[src/design/lss_pkg.sv]
// Shared types, codes and the exponential table builder for the stroke stabilizer.
`default_nettype none
package lss_pkg;

    localparam int unsigned EXP_DEPTH_DEFAULT = 256;
    localparam int unsigned CFG_DATA_W = 20;
    localparam int unsigned CFG_INDEX_W = 3;

    typedef enum logic [1:0] {
        OP_BEGIN  = 2'd0,
        OP_MOVE   = 2'd1,
        OP_TICK   = 2'd2,
        OP_FINISH = 2'd3
    } lss_op_t;

    typedef enum logic [CFG_INDEX_W-1:0] {
        CFG_RADIUS   = 3'd0,
        CFG_CATCH_EN = 3'd1,
        CFG_PULLED   = 3'd2,
        CFG_ON_END   = 3'd3,
        CFG_RATE     = 3'd4
    } lss_cfg_idx_t;

    typedef struct packed {
        logic [1:0]         op;
        logic signed [23:0] pos_x;
        logic signed [23:0] pos_y;
        logic [15:0]        dt;
    } lss_in_t;

    typedef struct packed {
        logic signed [23:0] out_x;
        logic signed [23:0] out_y;
    } lss_out_t;

    typedef enum logic [4:0] {
        DP_NONE,
        DP_LOAD,
        DP_BEGIN,
        DP_RAW,
        DP_PASS,
        DP_DIFF,
        DP_SQX,
        DP_SQY,
        DP_SQRT_INIT,
        DP_SQRT_STEP,
        DP_MOVE_MUL,
        DP_DIV_INIT,
        DP_DIV_STEP,
        DP_MOVE_UPD,
        DP_RATE,
        DP_INDEX,
        DP_EXP,
        DP_TICK_MUL,
        DP_TICK_RND,
        DP_TICK_UPD
    } lss_dp_op_t;

    typedef struct packed {
        lss_dp_op_t op;
        logic       axis;
        logic       out_load;
    } lss_cmd_t;

    typedef struct packed {
        lss_op_t op;
        logic    radius_zero;
        logic    on_end;
        logic    tick_ok;
        logic    sum_gt;
        logic    steps_zero;
    } lss_status_t;

    // Entry i of exp(-16*i/depth) in Q1.30; h is 16/depth in Q0.30.
    function automatic logic [30:0] lss_exp_entry(input int unsigned i, input logic [63:0] h);
        logic [63:0] term;
        logic signed [63:0] sum;
        logic [63:0] c;
        logic [63:0] e;
        term = 64'd1 << 30;
        sum = 64'sd1 <<< 30;
        for (int unsigned k = 1; k < 24; k++) begin
            if (term != 64'd0) begin
                term = ((term * h) >> 30) / 64'(k);
                if (k[0])
                    sum = sum - $signed(term);
                else
                    sum = sum + $signed(term);
            end
        end
        c = (sum < 0) ? 64'd0 : 64'(sum);
        e = 64'd1 << 30;
        for (int unsigned j = 1; j <= i; j++) begin
            e = (e * c + (64'd1 << 29)) >> 30;
        end
        return e[30:0];
    endfunction

endpackage
`default_nettype wire

[src/design/lss_controller.sv]
// Controller of the stroke stabilizer: sequences each request through the datapath.
`default_nettype none
module lss_controller
    import lss_pkg::*;
(
    input  wire logic        clk,
    input  wire logic        rst_n,
    input  wire logic        evt_valid,
    output logic             evt_stall,
    output logic             res_valid,
    input  wire logic        res_stall,
    input  wire lss_status_t status,
    output lss_cmd_t         cmd
);

    typedef enum logic [4:0] {
        ST_IDLE,
        ST_DEC,
        ST_MCHK,
        ST_FCHK,
        ST_SQX,
        ST_SQY,
        ST_CMP,
        ST_SQRT,
        ST_MMUL,
        ST_DINIT,
        ST_DIV,
        ST_MUPD,
        ST_TRATE,
        ST_TIDX,
        ST_TEXP,
        ST_TMUL,
        ST_TRND,
        ST_TZERO,
        ST_EMIT
    } state_t;

    state_t      state_reg, state_next;
    logic [4:0]  cnt_reg, cnt_next;
    logic        axis_reg, axis_next;
    logic        res_valid_reg, res_valid_next;

    always_comb
    begin
        state_next = state_reg;
        cnt_next = cnt_reg;
        axis_next = axis_reg;
        res_valid_next = res_valid_reg && res_stall;
        cmd.op = DP_NONE;
        cmd.axis = axis_reg;
        cmd.out_load = 1'b0;
        unique case (state_reg)
            ST_IDLE:
            begin
                if (evt_valid)
                begin
                    cmd.op = DP_LOAD;
                    state_next = ST_DEC;
                end
            end
            ST_DEC:
            begin
                unique case (status.op)
                    OP_BEGIN:
                    begin
                        cmd.op = DP_BEGIN;
                        state_next = ST_IDLE;
                    end
                    OP_MOVE:
                    begin
                        cmd.op = DP_RAW;
                        state_next = ST_MCHK;
                    end
                    OP_TICK:
                    begin
                        if (status.tick_ok)
                        begin
                            cmd.op = DP_DIFF;
                            state_next = ST_TRATE;
                        end
                        else
                        begin
                            state_next = ST_IDLE;
                        end
                    end
                    OP_FINISH:
                    begin
                        cmd.op = DP_RAW;
                        state_next = ST_FCHK;
                    end
                endcase
            end
            ST_MCHK:
            begin
                if (status.radius_zero)
                begin
                    cmd.op = DP_PASS;
                    state_next = ST_EMIT;
                end
                else
                begin
                    cmd.op = DP_DIFF;
                    state_next = ST_SQX;
                end
            end
            ST_FCHK:
            begin
                if (status.radius_zero || status.on_end)
                    cmd.op = DP_PASS;
                state_next = ST_EMIT;
            end
            ST_SQX:
            begin
                cmd.op = DP_SQX;
                state_next = ST_SQY;
            end
            ST_SQY:
            begin
                cmd.op = DP_SQY;
                state_next = ST_CMP;
            end
            ST_CMP:
            begin
                if (status.sum_gt)
                begin
                    cmd.op = DP_SQRT_INIT;
                    cnt_next = 5'd31;
                    state_next = ST_SQRT;
                end
                else
                begin
                    state_next = ST_EMIT;
                end
            end
            ST_SQRT:
            begin
                cmd.op = DP_SQRT_STEP;
                cnt_next = cnt_reg - 5'd1;
                if (cnt_reg == 5'd0)
                begin
                    axis_next = 1'b0;
                    state_next = ST_MMUL;
                end
            end
            ST_MMUL:
            begin
                cmd.op = DP_MOVE_MUL;
                state_next = ST_DINIT;
            end
            ST_DINIT:
            begin
                cmd.op = DP_DIV_INIT;
                cnt_next = 5'd24;
                state_next = ST_DIV;
            end
            ST_DIV:
            begin
                cmd.op = DP_DIV_STEP;
                cnt_next = cnt_reg - 5'd1;
                if (cnt_reg == 5'd0)
                    state_next = ST_MUPD;
            end
            ST_MUPD:
            begin
                cmd.op = DP_MOVE_UPD;
                axis_next = 1'b1;
                state_next = axis_reg ? ST_EMIT : ST_MMUL;
            end
            ST_TRATE:
            begin
                cmd.op = DP_RATE;
                state_next = ST_TIDX;
            end
            ST_TIDX:
            begin
                cmd.op = DP_INDEX;
                state_next = ST_TEXP;
            end
            ST_TEXP:
            begin
                cmd.op = DP_EXP;
                axis_next = 1'b0;
                state_next = ST_TMUL;
            end
            ST_TMUL:
            begin
                cmd.op = DP_TICK_MUL;
                state_next = ST_TRND;
            end
            ST_TRND:
            begin
                cmd.op = DP_TICK_RND;
                axis_next = 1'b1;
                state_next = axis_reg ? ST_TZERO : ST_TMUL;
            end
            ST_TZERO:
            begin
                if (status.steps_zero)
                begin
                    state_next = ST_IDLE;
                end
                else
                begin
                    cmd.op = DP_TICK_UPD;
                    state_next = ST_EMIT;
                end
            end
            ST_EMIT:
            begin
                if (!res_valid_reg || !res_stall)
                begin
                    cmd.out_load = 1'b1;
                    res_valid_next = 1'b1;
                    state_next = ST_IDLE;
                end
            end
            default: state_next = ST_IDLE;
        endcase
    end

    always_ff @(posedge clk or negedge rst_n)
    begin
        if (!rst_n)
        begin
            state_reg <= ST_IDLE;
            cnt_reg <= '0;
            axis_reg <= 1'b0;
            res_valid_reg <= 1'b0;
        end
        else
        begin
            state_reg <= state_next;
            cnt_reg <= cnt_next;
            axis_reg <= axis_next;
            res_valid_reg <= res_valid_next;
        end
    end

    assign evt_stall = state_reg != ST_IDLE;
    assign res_valid = res_valid_reg;

    a_result_from_emit: assert property (@(posedge clk) disable iff (!rst_n)
        $rose(res_valid_reg) |-> $past(state_reg == ST_EMIT))
        else $error("result raised outside the emit step");

    a_accept_leaves_idle: assert property (@(posedge clk) disable iff (!rst_n)
        (evt_valid && !evt_stall) |=> (state_reg == ST_DEC))
        else $error("accepted request not decoded");

    a_sqrt_ends_in_mul: assert property (@(posedge clk) disable iff (!rst_n)
        (state_reg == ST_SQRT && cnt_reg == 5'd0) |=> (state_reg == ST_MMUL && !axis_reg))
        else $error("square root did not hand over to the x axis");

    a_pending_held: assert property (@(posedge clk) disable iff (!rst_n)
        (res_valid_reg && res_stall) |=> res_valid_reg)
        else $error("stalled result dropped");

endmodule
`default_nettype wire

[config.mk]
export PLATFORM = sky130hd
export DESIGN_NAME = lss_controller
export DESIGN_NICKNAME = d
export VERILOG_FILES = /design/src/design/lss_pkg.sv /design/src/design/lss_controller.sv
export SDC_FILE = /design/constraint.sdc
export NUM_CORES = 1
export LEC_CHECK = 0
export BUFFER_PORTS_ARGS = -buffer_cell sky130_fd_sc_hd__buf_2
export CAP_MARGIN = 5
export CORE_ASPECT_RATIO = 0.7
export CORE_UTILIZATION = 40
export DETAILED_ROUTE_END_ITERATION = 16
export PLACE_DENSITY = 0.59
export SYNTH_ARGS = -nofsm -noshare
export SYNTH_HDL_FRONTEND = slang
export SYNTH_SLANG_ARGS = --single-unit
[constraint.sdc]
create_clock -name clk -period 1.6 [get_ports clk]
set_input_delay 0.16 -clock clk [delete_from_list [all_inputs] [get_ports clk]]
set_output_delay 0.16 -clock clk [all_outputs]
set_load 0.03 [all_outputs]
---- Word level (Yosys, flattened, before mapping) ----
Cells that the tools add are included.
operators by class
  add/sub/neg operators ................... 1
  multiply operators ...................... 0
  div/mod/pow operators ................... 0
  $lt $le $gt $ge ......................... 0
  equality and inequality tests ........... 26
  shift operators ......................... 0
  mux-type cells .......................... 28
  bitwise gates (word level) .............. 0
  reductions and logical operators ........ 17
operators by type and width
  cell                 number
  $pmux 5 s19          1
  $pmux 5 s18          1
  $mux 5               11
  $eq 5x4->1 const B   8
  $pmux 5 s3           2
  $eq 5x3->1 const B   4
  $pmux 5 s4           1
  $eq 5x5->1 const B   3
  $eq 5x2->1 const B   2
  $logic_not 5->1      2
  $ne 2x2->1 const B   5
  $mux 4               2
  $mux 1               7
  $mux 3               2
  $reduce_bool 3->1    2
  $reduce_or 2->1      3
  $eq 5x1->1 const B   1
  $reduce_bool 5->1    1
  $sub 5x1->5 const B  1
  $eq 2x2->1 const B   2
  $reduce_and 2->1     2
  $reduce_and 4->1     1
  $pmux 1 s3           1
  $eq 2x1->1 const B   1
  4 further kinds      6
word-level totals
  register bits after elaboration ......... 12
  bits in latches ......................... 0
  memory bits (writable) .................. 0
  memory bits (read-only) ................. 0
  output and inout bits ................... 9
  word-level logic and storage cells ...... 76
  memories ................................ 0

---- Depth between registers and ports, before layout ----
  depth after elaboration ................. 4
  depth in mapped cells ................... 7

---- Least setup slack after synthesis ----
OpenSTA, ideal clock, no wires.
  path type ............................... reg2out
  from .................................... register state_reg[0]
  to ...................................... output port cmd[2] (netlist bit)
  arrival time ............................ 1.784 ns
  required time ........................... 1.440 ns
  slack ................................... -0.344 ns
  cell stages (with the launch flop) ...... 8
  buffers on the path ..................... 3
  cell sequence ........................... dfrtp_1 buf_2 buf_2 buf_2 o31ai_1 a31oi_1 a21oi_1 o21ai_0
RTL lines
  item                    RTL line               source
  from (decl)             lss_controller.sv:38   state_t state_reg, state_next;
  from (signal assigned)  lss_controller.sv:232  state_reg <= state_next;
  to (decl)               lss_controller.sv:13   output lss_cmd_t cmd

---- Worst setup path in the final report ----
  from .................................... register state_reg[3]
  to ...................................... register cnt_reg[2]
between the ends
  word-level cells in the longest chain between the ends .. 4
  elaborated cells on any way between the ends .. 9
  those cells by class .................... 5 x eq/ne; 1 x mux; 3 x reduce/logical
RTL lines
  item                                      RTL line               source
  $eq 5x4->1 or $eq 5x3->1 (tied branches)  lss_controller.sv:52   unique case (state_reg)
  $reduce_or 2->1 (no line)                 n/a
  $reduce_bool 3->1 (no line)               n/a
  $reduce_and 2->1 (no line)                n/a
  to (signal assigned)                      lss_controller.sv:233  cnt_reg <= cnt_next;
  to (decl)                                 lss_controller.sv:39   logic [4:0] cnt_reg, cnt_next;
Several ways; a longest one is shown, not always the timed one.
A chain may end at the register's enable or synchronous reset.

==> metrics.log <==
[metrics] first drt pass iteration count: 4
[metrics] CTS max path bufs: 2
[metrics] commonest non-fill, non-tap cells in the layout: 45 x buf_4, 19 x buf_6, 13 x buf_2, 12 x nand2_1, 11 x nor2_1
[metrics] Buf+Inv Stages, Crit Path: 3
[metrics] final antenna-violating net count: 0
[metrics] Tot GR Track Use: approximately 30%
[metrics] number of flops mapped to enable cells by yosys: 0
[metrics] buffers added on ports: 19
[metrics] Leakage: between 0.8 and 0.9 nW
[metrics] antenna violations before repair: 0
[metrics] power density over the cells: around 2200 nW/µm²
[metrics] number of H-tree branching levels: 1
[metrics] most numerous cell on the critical path: buf_6
[metrics] total congestion overflow: 0
[metrics] failing checks: setup timing
[metrics] YS warnings: 0
[metrics] RD Place Congestion: between 0.9 and 1
[metrics] insertion delay to the later sink of the worst-skew pair: ~0.24 ns
[metrics] die area: about 3000 µm²
[metrics] io pins: 20
[metrics] CTS clock-pin slew for the worst setup and hold paths: 0.05 ns
[metrics] maximum fanout along the worst path: 6
[metrics] Rows: 15
[metrics] Synth cell types: between 40 and 50
[metrics] synthesized flop and latch total: 12
[metrics] Primary FF master, synth: dfrtp_1
[metrics] cell area after placement: ~1500 µm²
[metrics] most common library cell in the layout ignoring fill and taps: buf_4
[metrics] number of diodes: 0
[metrics] pin count of the biggest net entering global routing: 13
[metrics] Clock Tree Root: clkbuf_8
[metrics] post-route cell area: 1880 µm²
[metrics] die extent in y: about 46 µm
[metrics] CP peak stage delay: approximately 0.48 ns
[metrics] final worst-path cycle share: 114%
[metrics] Worst Max-Slew Pin Slew: around 0.34 ns
[metrics] type of destination of the critical path: flip-flop
[metrics] via count: between 1000 and 1500
[metrics] final net count: 229
[metrics] family with the most delay on the worst path: compound AO/OA/AOI/OAI gates
[metrics] mean post-synth cell area: between 7 and 8 µm²
[metrics] CTS tree: yes
[metrics] area of the mapped netlist: 1100 µm²
[metrics] number of filler cells placed in the layout: roughly 180
[metrics] width of the chip: about 65 µm
[metrics] placement-stage worst setup slack: -0.127 ns
[metrics] required time of the worst setup path: about 1.7 ns
[metrics] share of the yosys chip area belonging to registers: roughly 27%
[metrics] count of unresolved DRC violations after routing: 0
[metrics] final setup fails: 17
[metrics] proportion of synthesized flip-flops having asynchronous set or reset: 100%
[metrics] slew margin rel.: between 70 and 80%
[metrics] number of global-route vias before repair: 1360
[metrics] worst hold path type: input port to flip-flop
[metrics] final setup skew: 0.00408 ns
[metrics] worst setup path class: flip-flop to flip-flop
[metrics] core region area: 2530 µm²
[metrics] element type at the critical path start: flip-flop
[metrics] max-slew violation count: 0
[metrics] via count normalized by instance count: approximately 6
[metrics] number of standard cells after synthesis: approximately 140
[metrics] Iter 0 DRT Violations: between 100 and 150
[metrics] fmax: around 0.55 GHz
[metrics] clock buffers created by TritonCTS: 3
[metrics] total wire length after detailed routing: between 4000 and 5000 µm
[metrics] count of max-cap constraint violations: 0
[metrics] Hold Fails Final Rpt: 0
[metrics] number of sinks handled by clock tree synthesis: 12
[metrics] ratio of cells with drive above 1 in the final layout: about 53%
[metrics] unrepaired setup endpoints after global routing: true
[metrics] minimum setup slack in the final design: -0.225 ns
[metrics] average wire length per cell after detail routing: 18.0 µm
[metrics] utilization of the core after routing: between 70% and 80%
[metrics] peak supply drop: 1.34 mV
[metrics] Area Growth Syn to Fin: 71.8%
[metrics] half-perimeter wire length after placement: 2820 µm
[metrics] data arrival time of the worst path: slightly below 2 ns
[metrics] post-layout minimum cycle time: approximately 1.8 ns
[metrics] global-route wire length before repair: 6360 µm
[metrics] total nets after synthesis: ~160
[metrics] cells traversed along the worst timing path: buf_6 > and3b_2 > buf_4 > buf_6 > o21ai_4 > a21o_1 > o21a_1 > o22a_1
[metrics] result of the run: complete, but fails checks
[metrics] slowest library cell on the worst path: dfrtp_2
[metrics] Starting Density: a little over two fifths
path summary, 6_finish.rpt:
| check | to | cells past startpoint | slack, ns | startpoint |
|---|---|---|---|---|
| max | cnt_reg[2] | 8 | -0.22 | state_reg[3] |
| min | res_valid | 3 | 0.16 | res_stall |
| max reg2reg | cnt_reg[2] | 8 | -0.22 | state_reg[3] |
| min reg2reg | res_valid | 2 | 0.53 | res_valid |
| max in group asynchronous | state_reg[0] | 2 | 1.02 | rst_n |
| min in group asynchronous | axis_reg | 2 | 0.33 | rst_n |
per-layer routing:
metal,wire length (µm),GRT usage (%),part of all wire [%]
met1,1870,38.0,42
met2,2190,52.0,49
met3,386,7.25,8.7
met4,19,6.22,0.43
met5,0,0,0
metrics by stage:
step	hold WS, ns	TNS (ns)	cells	power (W)
2_1_floorplan	-0.136	-0.118	144	0.00200
3_3_place_gp	0.0473	-0.183	222	0.00289
3_5_place_dp	0.0603	-0.241	222	0.00294
4_1_cts	0.151	-1.01	242	0.00387
5_1_grt	0.190	-2.83	248	0.00443
6_report	0.156	-2.24	248	0.00424
Yosys cell counts, types with 3 or more instances:
cell type  count  area (µm²)
nor2_1        13        48.8
o31ai_1        4        30.0
nand2_1       13        48.8
a21oi_1       14        70.1
nand3_1        5        25.0
nor3_1         5        25.0
dfrtp_1       12         300
nand2b_1       6        37.5
a31oi_1        4        25.0
inv_1          5        18.8
buf_2          8        40.0
o22a_1         5        43.8
o21ai_0        5        25.0
a211oi_1       3        22.5
o21ai_1        4        20.0
power breakdown:
part | internal (W) | switching, W | total [W]
sequential | 0.000438 | 0.000194 | 0.000632
combinational | 0.00169 | 0.00164 | 0.00333
clock | 0.000166 | 0.000112 | 0.000278
total | 0.00229 | 0.00195 | 0.00424
area by class of cell:
cell class,instances,area [µm²],share of cell area [%]
clock buffers,3,41.3,2.19
repair buffers,78,627,33.3
well taps,34,42.5,2.26
multi-input cells,114,842,44.7
flip-flops and latches,12,304,16.1
inverters,7,26.3,1.40
repair_timing:
action,4_1_cts,5_1_grt
hold buffers,1,0
pin swaps,15,10
setup endpoints to repair,13,18
endpoints found under the hold margin,12,0
gates resized for setup,46,14
setup buffers,16,7
kinds of logic after synthesis:
logic type	synth area share, %
buffers and inverters	7.42
multiplexers	2.28
XOR/XNOR	1.60
adder cells (fa/ha/maj)	2.28
flip-flops	27.4
AND/OR/NAND/NOR	27.3
AO/OA/AOI/OAI	31.7
worst register-to-register path, delay by kind of cell, from the launching register on:
family	cells	cell delay, ns
AOI/OAI and AO/OA	4	0.63
and+or+nand+nor	1	0.24
buffers and inverters	3	0.35
DFF	1	0.48
Note: power is estimated with default switching activity, not from simulation.
